**src/sv/fira_pkg.sv**
```systemverilog
package fira_pkg;

  localparam int IdW        = 10;
  localparam int TotalIdsDef = 1024;
  localparam int FirstIdDef  = 256;

  localparam logic KindAlloc   = 1'b0;
  localparam logic KindRelease = 1'b1;

  typedef struct packed {
    logic valid;
    logic grant;
    logic from_mem;
    logic overflow;
  } rsp_ctrl_t;

endpackage

```
**src/sv/fira_ctrl.sv**
```systemverilog
module fira_ctrl import fira_pkg::*; #(
  parameter int TotalIds = TotalIdsDef,
  parameter int FirstId  = FirstIdDef,
  parameter int PtrW     = $clog2(TotalIds)
) (
  input  logic            clk_i,
  input  logic            rst_ni,
  input  logic            accept_i,
  input  logic            kind_i,
  input  logic [IdW-1:0]  release_id_i,
  output logic            rd_en_o,
  output logic [PtrW-1:0] rd_addr_o,
  output logic            wr_en_o,
  output logic [PtrW-1:0] wr_addr_o,
  output logic [IdW-1:0]  wr_data_o,
  output rsp_ctrl_t       rsp_o,
  output logic [IdW-1:0]  init_id_o
);

  localparam int CntW = $clog2(TotalIds + 1);
  localparam int WrStart = (TotalIds - (FirstId % TotalIds)) % TotalIds;
  localparam logic [PtrW-1:0] WrStartP = PtrW'(WrStart);
  localparam logic [PtrW-1:0] LastP    = PtrW'(TotalIds - 1);
  localparam logic [PtrW:0]   TotalX   = (PtrW+1)'(TotalIds);
  localparam logic [PtrW:0]   FullX    = (PtrW+1)'(TotalIds - 1);
  localparam logic [CntW-1:0] CntMax   = CntW'(TotalIds);

  logic [PtrW-1:0] rd_ptr_q, rd_ptr_d;
  logic [PtrW-1:0] wr_ptr_q, wr_ptr_d;
  logic [CntW-1:0] wr_cnt_q, wr_cnt_d;
  rsp_ctrl_t       rsp_q, rsp_d;
  logic [IdW-1:0]  init_id_q;

  logic [PtrW:0]   held;
  logic [PtrW:0]   rd_dist;
  logic            empty, full, do_alloc, do_write, is_release;
  logic [IdW-1:0]  init_sum;

  always_comb begin
    if (wr_ptr_q >= rd_ptr_q) begin
      held = {1'b0, wr_ptr_q} - {1'b0, rd_ptr_q};
    end else begin
      held = {1'b0, wr_ptr_q} + TotalX - {1'b0, rd_ptr_q};
    end
  end

  // distance of the read slot from the first slot ever written
  always_comb begin
    if (rd_ptr_q >= WrStartP) begin
      rd_dist = {1'b0, rd_ptr_q} - {1'b0, WrStartP};
    end else begin
      rd_dist = {1'b0, rd_ptr_q} + TotalX - {1'b0, WrStartP};
    end
  end

  assign empty      = (rd_ptr_q == wr_ptr_q);
  assign full       = (held >= FullX);
  assign is_release = (kind_i == KindRelease);
  assign do_alloc   = accept_i && !is_release && !empty;
  assign do_write   = accept_i && is_release && (release_id_i != '0) && !full;
  assign init_sum   = IdW'(FirstId) + IdW'(rd_ptr_q);

  always_comb begin
    rd_ptr_d = rd_ptr_q;
    wr_ptr_d = wr_ptr_q;
    wr_cnt_d = wr_cnt_q;
    if (do_alloc) begin
      rd_ptr_d = (rd_ptr_q == LastP) ? '0 : rd_ptr_q + 1'b1;
    end
    if (do_write) begin
      wr_ptr_d = (wr_ptr_q == LastP) ? '0 : wr_ptr_q + 1'b1;
      if (wr_cnt_q != CntMax) begin
        wr_cnt_d = wr_cnt_q + 1'b1;
      end
    end
    rsp_d.valid    = accept_i;
    rsp_d.grant    = do_alloc;
    rsp_d.from_mem = do_alloc && (CntW'(rd_dist) < wr_cnt_q);
    rsp_d.overflow = accept_i && is_release && (release_id_i != '0) && full;
  end

  always_ff @(posedge clk_i or negedge rst_ni) begin
    if (!rst_ni) begin
      rd_ptr_q <= '0;
      wr_ptr_q <= WrStartP;
      wr_cnt_q <= '0;
      rsp_q    <= '0;
    end else begin
      rd_ptr_q <= rd_ptr_d;
      wr_ptr_q <= wr_ptr_d;
      wr_cnt_q <= wr_cnt_d;
      rsp_q    <= rsp_d;
    end
  end

  always_ff @(posedge clk_i) begin
    if (do_alloc) begin
      init_id_q <= init_sum;
    end
  end

  assign rd_en_o   = do_alloc;
  assign rd_addr_o = rd_ptr_q;
  assign wr_en_o   = do_write;
  assign wr_addr_o = wr_ptr_q;
  assign wr_data_o = release_id_i;
  assign rsp_o     = rsp_q;
  assign init_id_o = init_id_q;

  a_no_write_when_full: assert property (@(posedge clk_i) disable iff (!rst_ni)
    wr_en_o |-> held < FullX)
    else $error("write into a full ring");

  a_held_bounded: assert property (@(posedge clk_i) disable iff (!rst_ni)
    held <= FullX)
    else $error("ring holds more than its capacity");

  a_one_result_per_beat: assert property (@(posedge clk_i) disable iff (!rst_ni)
    accept_i |=> rsp_q.valid)
    else $error("accepted beat without a result");

  a_overflow_on_release: assert property (@(posedge clk_i) disable iff (!rst_ni)
    rsp_q.overflow |-> rsp_q.valid && !rsp_q.grant)
    else $error("overflow flagged on a grant");

  a_pop_leaves_ptr: assert property (@(posedge clk_i) disable iff (!rst_ni)
    rd_en_o |=> rd_ptr_q != $past(rd_ptr_q))
    else $error("read pointer stuck after pop");

endmodule
```
**config.mk**
```make
export PLATFORM = sky130hd
export DESIGN_NAME = fira_ctrl
export DESIGN_NICKNAME = d
export VERILOG_FILES = /design/src/sv/fira_pkg.sv /design/src/sv/fira_ctrl.sv
export SDC_FILE = /design/constraint.sdc
export NUM_CORES = 1
export LEC_CHECK = 0
export BUFFER_PORTS_ARGS = -buffer_cell sky130_fd_sc_hd__buf_2
export CAP_MARGIN = 25
export CORE_MARGIN = 1
export CORE_UTILIZATION = 30
export DETAILED_ROUTE_END_ITERATION = 8
export PLACE_DENSITY = 0.61
export RECOVER_POWER = 100
export SETUP_SLACK_MARGIN = 0.1
export SYNTH_ARGS = -nofsm -noshare
export SYNTH_HDL_FRONTEND = slang
export SYNTH_SLANG_ARGS = --single-unit
```
**constraint.sdc**
```tcl
create_clock -name clk_i -period 2.8 [get_ports clk_i]
set_input_delay 0 -clock clk_i [delete_from_list [all_inputs] [get_ports clk_i]]
set_output_delay 0 -clock clk_i [all_outputs]
set_load 0.1 [all_outputs]
```
==> summary.md, run 1 <==
| Metric | Value |
|---|---|
| Fin crit period | 2.990 ns |
| CORE AREA | 9371 sq um |
| Ports | 60 |
| Setup slack, reg-to-reg | -0.19 ns |
| Antenna diode count | 0 |
| Pre-antenna DRT Iters | 4 |
| Critical path startpoint category | register |
| Port Buffers | 59 |
| Post-route core utilization | 42.03% |
| Largest area contributor in the netlist | dfrtp_1 |
| Setup_tns | -1.457 ns |
| Die X | 101.1 microns |
| Main area contributors after synthesis | dfrtp_1, ha_1, edfxtp_1 |
| Multi-input logic area | 1823 sq um |
| Vias | 2,559 |
| Area Overhead vs Synth | 33.73% |
| Cell breakdown of the critical path | inv_2 > ha_4 > inv_2 > fa_2 > a211oi_4 > o21ai_1 > a2bb2oi_1 > or3_1 > a21oi_2 > buf_4 > or4_4 > mux2_4 |
| Worst path max stage delay | 0.54 ns |
| Max-Cap Viols | 1 |
| WL/cell | 15.33 microns |
| Sequential Area | 1214 sq um |
| Seq cells post-synth | 45 |
| Detail-routed via count per cell | 5.067 |
| Asr flop ratio synth | 77.78% |
| Die Area | 10,220 sq um |
| Worst EP arrival | 3.18 ns |
| Failing checks | capacitance limit, slew limit, setup timing |
| Hold path endpoint | rd_addr_o[5] |
| CTS Buf Count | 5 |
| Fillers | 915 |
| Syn Nets | 341 |
| Avg Inst Size Synth | 9.818 sq um |
| Post-route ant nets | 0 |
| Final hold vios | 0 |
| Sequential fraction of the synthesis area | 40.02% |
| Final cycle utilization of the critical path | 106.8% |
| Worst-Skew Late Latency | 0.31 ns |
| # rows | 35 |
| Clock-pin slew on the worst setup and hold paths | 0.10 ns |
| CP top delay family | simple AND/OR/NAND/NOR gates |
| Worst R2R End | wr_cnt_q[1] |
| Clock buffer depth | 2 |
| GRT Util Overall | 16.14% |
| Finished Cell Area | 3939 sq um |
| Clock skew | 0.01400 ns |
| Tot Pwr | 4.057 mW |
| Worst setup margin | -0.1895 ns |
| Least-Margin Pin Slew | 2.026 ns |
| DRT iter0 DRCs | 118 |
| # clock sinks | 45 |
| Layout cells sized above 1 | 27.39% |
| Clock root buffer master | clkbuf_8 |
| RSZ-0062 raised after global routing | true |
| Pwr Density | 1030 nW/um^2 |
| Top-area cell type share of the netlist area | 28.04% |
| VDD IR max | 627.9 uV |
| Drt total wl | 7740 microns |
| Worst R2R Start | wr_addr_o[0] |
| Syn Inst Count | 300 |
| Unique masters post-synth | 55 |
| Max_slew headroom | -35.04% |
| Final Max Tran Viols | 36 |
| Synth Flop Type | dfrtp_1 |
| Critical path class | register to register |
| P_leak | 1.531 nW |
| TritonCTS clock tree | done |
| CP endpoint kind | register |
| Top fanout value on the critical path | 3 |
| Die height | 101.1 microns |
| CP Buf/Inv Count | 3 |
| Outcome | complete, but fails checks |
| Cell area after synthesis | 2945 sq um |
| Hold Path Cell Cnt | 5 |
| Vias in the first global route | 2,556 |
| Hpwl dp | 5589 microns |
| Post-layout net count | 416 |
| Area post-placement | 3571 sq um |
| EDFF count, synth | 10 |
| Initial antenna violation count | 0 |
| Synth Warn # | 0 |
| H-tree lvl count | 2 |
| Largest net degree at the start of global routing | 36 |
| Min-delay src | kind_i |
| Endpoints failing setup | 18 |
| DRC | 0 |
| Placer congestion estimate | 0.8124 |
| Reg2Reg Depth | 12 |
| Max Clk Rate | 0.3345 GHz |
| Overflow after GRT | 0 |
| Most used cell, CP | inv_2 |
| CP Data Required Time | 2.99 ns |
| Hold Crit Class | input pin to register |
| Global-route wire length before repair | 12,730 microns |
| Slowest-stage cell, CP | or4_4 |
| Initial Utilization | 31.43% |
-- cell usage in the layout (no fill, tap or decap), drive strengths merged, types with 7 or more instances in the layout --
master	netlist	routed
dfrtp	33	33
inv	26	25
ha	26	26
a21oi	8	8
nand3	17	17
buf	22	37
nor4	13	13
edfxtp	10	10
a21o	8	8
nor2	15	15
nand4	7	7
clkbuf	3	59
o21ai	10	10
nand2	16	16
xnor2	18	18
-- worst max-delay path by stage --
| stage | startpoint | cells past startpoint | to |
|---|---|---|---|
| after floorplan | wr_addr_o[0] | 12 | wr_cnt_q[1] |
| after global placement | wr_addr_o[0] | 11 | wr_cnt_q[1] |
| after detailed placement | wr_addr_o[0] | 12 | wr_addr_o[7] |
| after CTS | wr_addr_o[0] | 12 | wr_cnt_q[1] |
| after global routing | wr_addr_o[0] | 13 | wr_cnt_q[6] |
| final | wr_addr_o[0] | 12 | wr_cnt_q[1] |
-- kinds of logic after synthesis --
| logic type | after synthesis | share of synthesized area (%) |
|---|---|---|
| simple gates | 97 | 17.80 |
| compound gates | 53 | 12.87 |
| buf+inv | 51 | 9.176 |
| flops | 45 | 40.02 |
| fa+ha+maj | 27 | 11.72 |
| xor+xnor | 24 | 7.137 |
| mux | 3 | 1.274 |
-- layout make-up --
cell class	count	area share, %
tap	129	4.098
inverter	26	2.732
clock inverter	3	0.5400
multi-input combinational	204	46.28
sequential	45	30.81
timing repair buffer	93	13.79
clock buffer	5	1.747
-- routing by layer --
| metal | GRT usage [%] | wire, microns | vias to the layer above |
|---|---|---|---|
| met3 | 2.774 | 376 | 10 |
| met1 | 21.23 | 3467 | 1247 |
| met2 | 27.52 | 3781 | 83 |
| met5 | 0 | 0 | - |
| li1 | - | - | 1219 |
| met4 | 3.790 | 115 | 0 |
-- where the power goes --
part,switching [mW],internal (mW)
logic,1.83,0.786
registers,0.150,0.870
clock network,0.242,0.177
total,2.22,1.83
-- through the flow --
| stage | instances | setup WS (ns) | hold slack (ns) |
|---|---|---|---|
| 6_report | 505 | -0.1895 | 0.2543 |
| 5_1_grt | 505 | -0.2560 | 0.3240 |
| 4_1_cts | 503 | -0.1482 | 0.2346 |
| 3_5_place_dp | 486 | -0.05425 | 0.1552 |
| 3_3_place_gp | 486 | 0.02313 | 0.1504 |
| 2_1_floorplan | 300 | -0.2407 | -0.2956 |
-- registers in the layout, summed over array words and instances (netlist names) --
name,count
rd_addr_o,10
wr_addr_o,10
wr_cnt_q,11
rsp_o,4
init_id_o,10
-- cells in the mapped netlist (6+ instances only) --
cell type and instances:
nor4_1 13, edfxtp_1 10, xor2_1 6, nor2_1 15
dfrtp_1 33, o21ai_0 9, nor3_1 6, nand4_1 7
a21o_1 8, nand3_1 17, buf_4 18, ha_1 26
o31ai_1 6, xnor2_1 18, a21oi_1 7, inv_1 26
nand2_1 16
-- repair_timing --
action | CTS | global route
gates resized for setup | 35 | 11
endpoints found under the hold margin | 34 | 0
pin swaps | 26 | 3
setup buffers | 6 | 2
hold buffers | 2 | 0
gates cloned | 1 | 0
setup endpoints to repair | 18 | 24
-- tightest hold or removal path, stage by stage --
cell and delay, ns:
buf_2 0.12, nand3b_1 0.14, nor3_1 0.10, xnor2_1 0.13, nor2_1 0.04
No activity file was read; power rests on OpenSTA's default activity.
==> inputs of run 2 (changes only) <==
--- a/config.mk
+++ b/config.mk
@@ -6,11 +6,10 @@
 export NUM_CORES = 1
 export LEC_CHECK = 0
 export BUFFER_PORTS_ARGS = -buffer_cell sky130_fd_sc_hd__buf_2
-export CAP_MARGIN = 25
 export CORE_MARGIN = 1
 export CORE_UTILIZATION = 30
 export DETAILED_ROUTE_END_ITERATION = 8
-export PLACE_DENSITY = 0.61
+export PLACE_DENSITY = 0.59
 export RECOVER_POWER = 100
 export SETUP_SLACK_MARGIN = 0.1
 export SYNTH_ARGS = -nofsm -noshare
==> constraint.sdc (replaced) <==
create_clock -name clk_i -period 3.7 [get_ports clk_i]
set_input_delay 0 -clock clk_i [delete_from_list [all_inputs] [get_ports clk_i]]
set_output_delay 0 -clock clk_i [all_outputs]
set_load 0.1 [all_outputs]
==> run 2 against run 1 <==
The flow finishes with violations (capacitance limit, slew limit). Setup slack better by 0.50 ns. Register-to-register slack better by 0.50 ns. Critical path depth is 5 lower. Clock power is 9.8% lower. Largest cell class unchanged. Critical endpoint is now rd_en_o. Design area is 16% lower. Via count is 7.2% lower.
==> summary.md, run 2 (same netlist as run 1, synthesis figures left out) <==
| Metric | Value |
|---|---|
| Outcome | complete, but fails checks |
| Failing checks | capacitance limit, slew limit |
| Die height | 101.1 microns (unchanged) |
| Fillers | 1,006 (+9.9%) |
| Worst-Skew Late Latency | 0.30 ns (about the same) |
| WL/cell | 14.14 microns (-7.7%) |
| Largest net degree at the start of global routing | 36 (unchanged) |
| Flop pwr share | 28.9% (+3.8 points) |
| DRC | 0 (unchanged) |
| Die Area | 10,220 sq um (unchanged) |
| Power Internal | 1.301 mW (-29%) |
| Vias in the first global route | 2,298 (-10%) |
| GRT Util Overall | 14.05% (-2.1 points) |
| Endpoints failing setup | 0 (-18) |
| Worst setup margin | 0.3089 ns (+0.4985 ns) |
| # clock sinks | 45 (unchanged) |
| Placer congestion estimate | 0.8916 (+9.7%) |
| VDD IR max | 348.3 uV (-45%) |
| Port Buffers | 59 (unchanged) |
| Cell breakdown of the critical path | inv_1 > ha_1 > nand4_1 > or3_1 > nand3b_1 > clkinvlp_2 > buf_2 |
| Fin crit period | 3.391 ns |
| TritonCTS clock tree | done |
| Pre-antenna DRT Iters | 4 (unchanged) |
| Largest reg by FF count | wr_cnt_q |
| Critical path startpoint category | register |
| P_leak | 1.382 nW (-9.7%) |
| Worst R2R Start | rd_addr_o[6] |
| CP endpoint kind | primary output |
| Worst EP arrival | 3.39 ns (+0.21 ns) |
| Commonest non-fill, non-tap cell in the layout | clkbuf_1 |
| Hold Crit Class | input pin to register |
| Ports | 60 (unchanged) |
| Top fanout value on the critical path | 18 (+15) |
| Least-Margin Pin Slew | 1.941 ns (-0.08422 ns) |
| Place WS | 0.4845 ns (+0.5388 ns) |
| Die X | 101.1 microns (unchanged) |
| H-tree lvl count | 2 (unchanged) |
| Detail-routed via count per cell | 4.977 (-1.8%) |
| Slowest-stage cell, CP | clkinvlp_2 |
| CP Launch Point | rd_addr_o[8] |
| Setup_tns | 0 ns (+1.457 ns) |
| Worst path max stage delay | 0.67 ns (+0.13 ns) |
| Clock buffer depth | 2 (unchanged) |
| Overflow after GRT | 0 (unchanged) |
| Hold_ws | 0.2445 ns (-0.009788 ns) |
| Post-layout net count | 388 (-6.7%) |
| Clock root buffer master | clkbuf_8 |
| Post-CTS setup buffer count | 0 (-6) |
| RSZ-0062 raised after global routing | false |
| Antenna diode count | 0 (unchanged) |
| CORE AREA | 9371 sq um (unchanged) |
| Layout Cells excl Fill | 477 (-5.5%) |
| Clock Power Share | 13.3% (+3.0 points) |
| Hpwl dp | 5184 microns (-7.2%) |
| Area Overhead vs Synth | 12.74% |
| Min-delay src | kind_i |
| Initial antenna violation count | 0 (unchanged) |
| Final Max Tran Viols | 36 (unchanged) |
| Max-Cap Viols | 1 (unchanged) |
| CP Data Required Time | 3.70 ns (+0.71 ns) |
| Post-route core utilization | 35.43% (-6.6 points) |
| DRT iter0 DRCs | 97 (-18%) |
| Max Clk Rate | 0.2949 GHz |
| Pwr Density | 852.9 nW/um^2 (-17%) |
| Drt total wl | 6746 microns (-13%) |
| Vias | 2,374 (-7.2%) |
| Clock skew | 0.005649 ns (-0.008350 ns) |
| Clock-pin slew on the worst setup and hold paths | 0.09 ns (about the same) |
| Sw Share | 54.07% (-0.74 points) |
| P_sw | 1.531 mW (-31%) |
| Max_slew headroom | -29.42% (+5.6 points) |
| Number of instances in the placed design | 467 (-3.9%) |
| Final cycle utilization of the critical path | 91.65% |
| Post-route ant nets | 0 (unchanged) |
| Final hold vios | 0 (unchanged) |
| Max FFs per register | 11 (unchanged) |
| CTS Buf Count | 5 (unchanged) |
| # rows | 35 (unchanged) |
| Initial Utilization | 31.43% (unchanged) |
| Global-route wire length before repair | 11,120 microns (-13%) |
| Most frequent cells in the layout | clkbuf_1, dfrtp_1, ha_1, inv_1, xnor2_1 |
| Gate power share | 57.7% (-6.8 points) |
| Layout cells sized above 1 | 8.621% (-19 points) |
| Critical path class | register to primary output |
run 2: changes by cell type in the layout (fill, tap and decap cells not counted), moves of 6 or more:
| cell | before | now |
|---|---|---|
| buf_4 | 16 | 2 |
| buf_6 | 6 | 0 |
| dfrtp_1 | 23 | 33 |
| dfrtp_4 | 6 | 0 |
| nor4_1 | 6 | 13 |
| nor4_4 | 6 | 0 |
run 2: cell type report:
class                   count  area [sq um]  share of cell area (%)
inverters                  26         98.84                   2.977
clock inverters             2         38.79                   1.168
flip-flops and latches     45          1179                   35.49
well taps                 129         161.4                   4.861
clock buffers               6         72.57                   2.185
repair buffers             65         282.8                   8.515
multi-input cells         204          1488                   44.80
run 2: power groups by stage:
stage	Combinational, mW	Clock, mW	Sequential [mW]
6_report	1.63	0.378	0.820
5_1_grt	1.77	0.413	0.844
4_1_cts	1.68	0.390	0.818
3_5_place_dp	1.67	0	0.828
3_3_place_gp	1.65	0	0.823
2_1_floorplan	1.06	0	1.13
run 2: per-layer routing:
layer	track usage, %	vias up	wire [microns]
met3	3.121	6	370
met4	3.567	0	49
li1	-	1162	-
met2	23.60	73	3117
met5	0	-	0
met1	18.21	1133	3209
run 2: per-stage QoR:
step	cell area [sq um]	power (mW)
6_report	3321	2.832
4_1_cts	3400	2.884
5_1_grt	3321	3.025
3_3_place_gp	3268	2.472
3_5_place_dp	3268	2.495
2_1_floorplan	2949	2.197
run 2: path summary, 6_finish.rpt:
check / endpoint / slack, ns / depth (start not counted)
worst max register to register: wr_cnt_q[1] / 0.31 / 10
worst min-delay path: wr_addr_o[5] / 0.24 / 5
worst max-delay path: rd_en_o / 0.31 / 7
worst min register to register: wr_addr_o[9] / 0.53 / 2
max in group asynchronous: rsp_o[3] / 1.81 / 2
min in group asynchronous: rd_addr_o[5] / 0.77 / 2
run 2: repair_timing:
action	4_1_cts	5_1_grt
endpoints found under the hold margin	34	0
hold buffers	2	0
setup endpoints to repair	0	1
resized for setup	0	1
run 2: worst max-delay path: cells and delay by family (launching register included):
family / cells / cell delay, ns
buffers and inverters: 3 / 1.33
AND/OR/NAND/NOR: 3 / 0.90
flip-flops: 1 / 0.43
adder cells (fa/ha/maj): 1 / 0.42
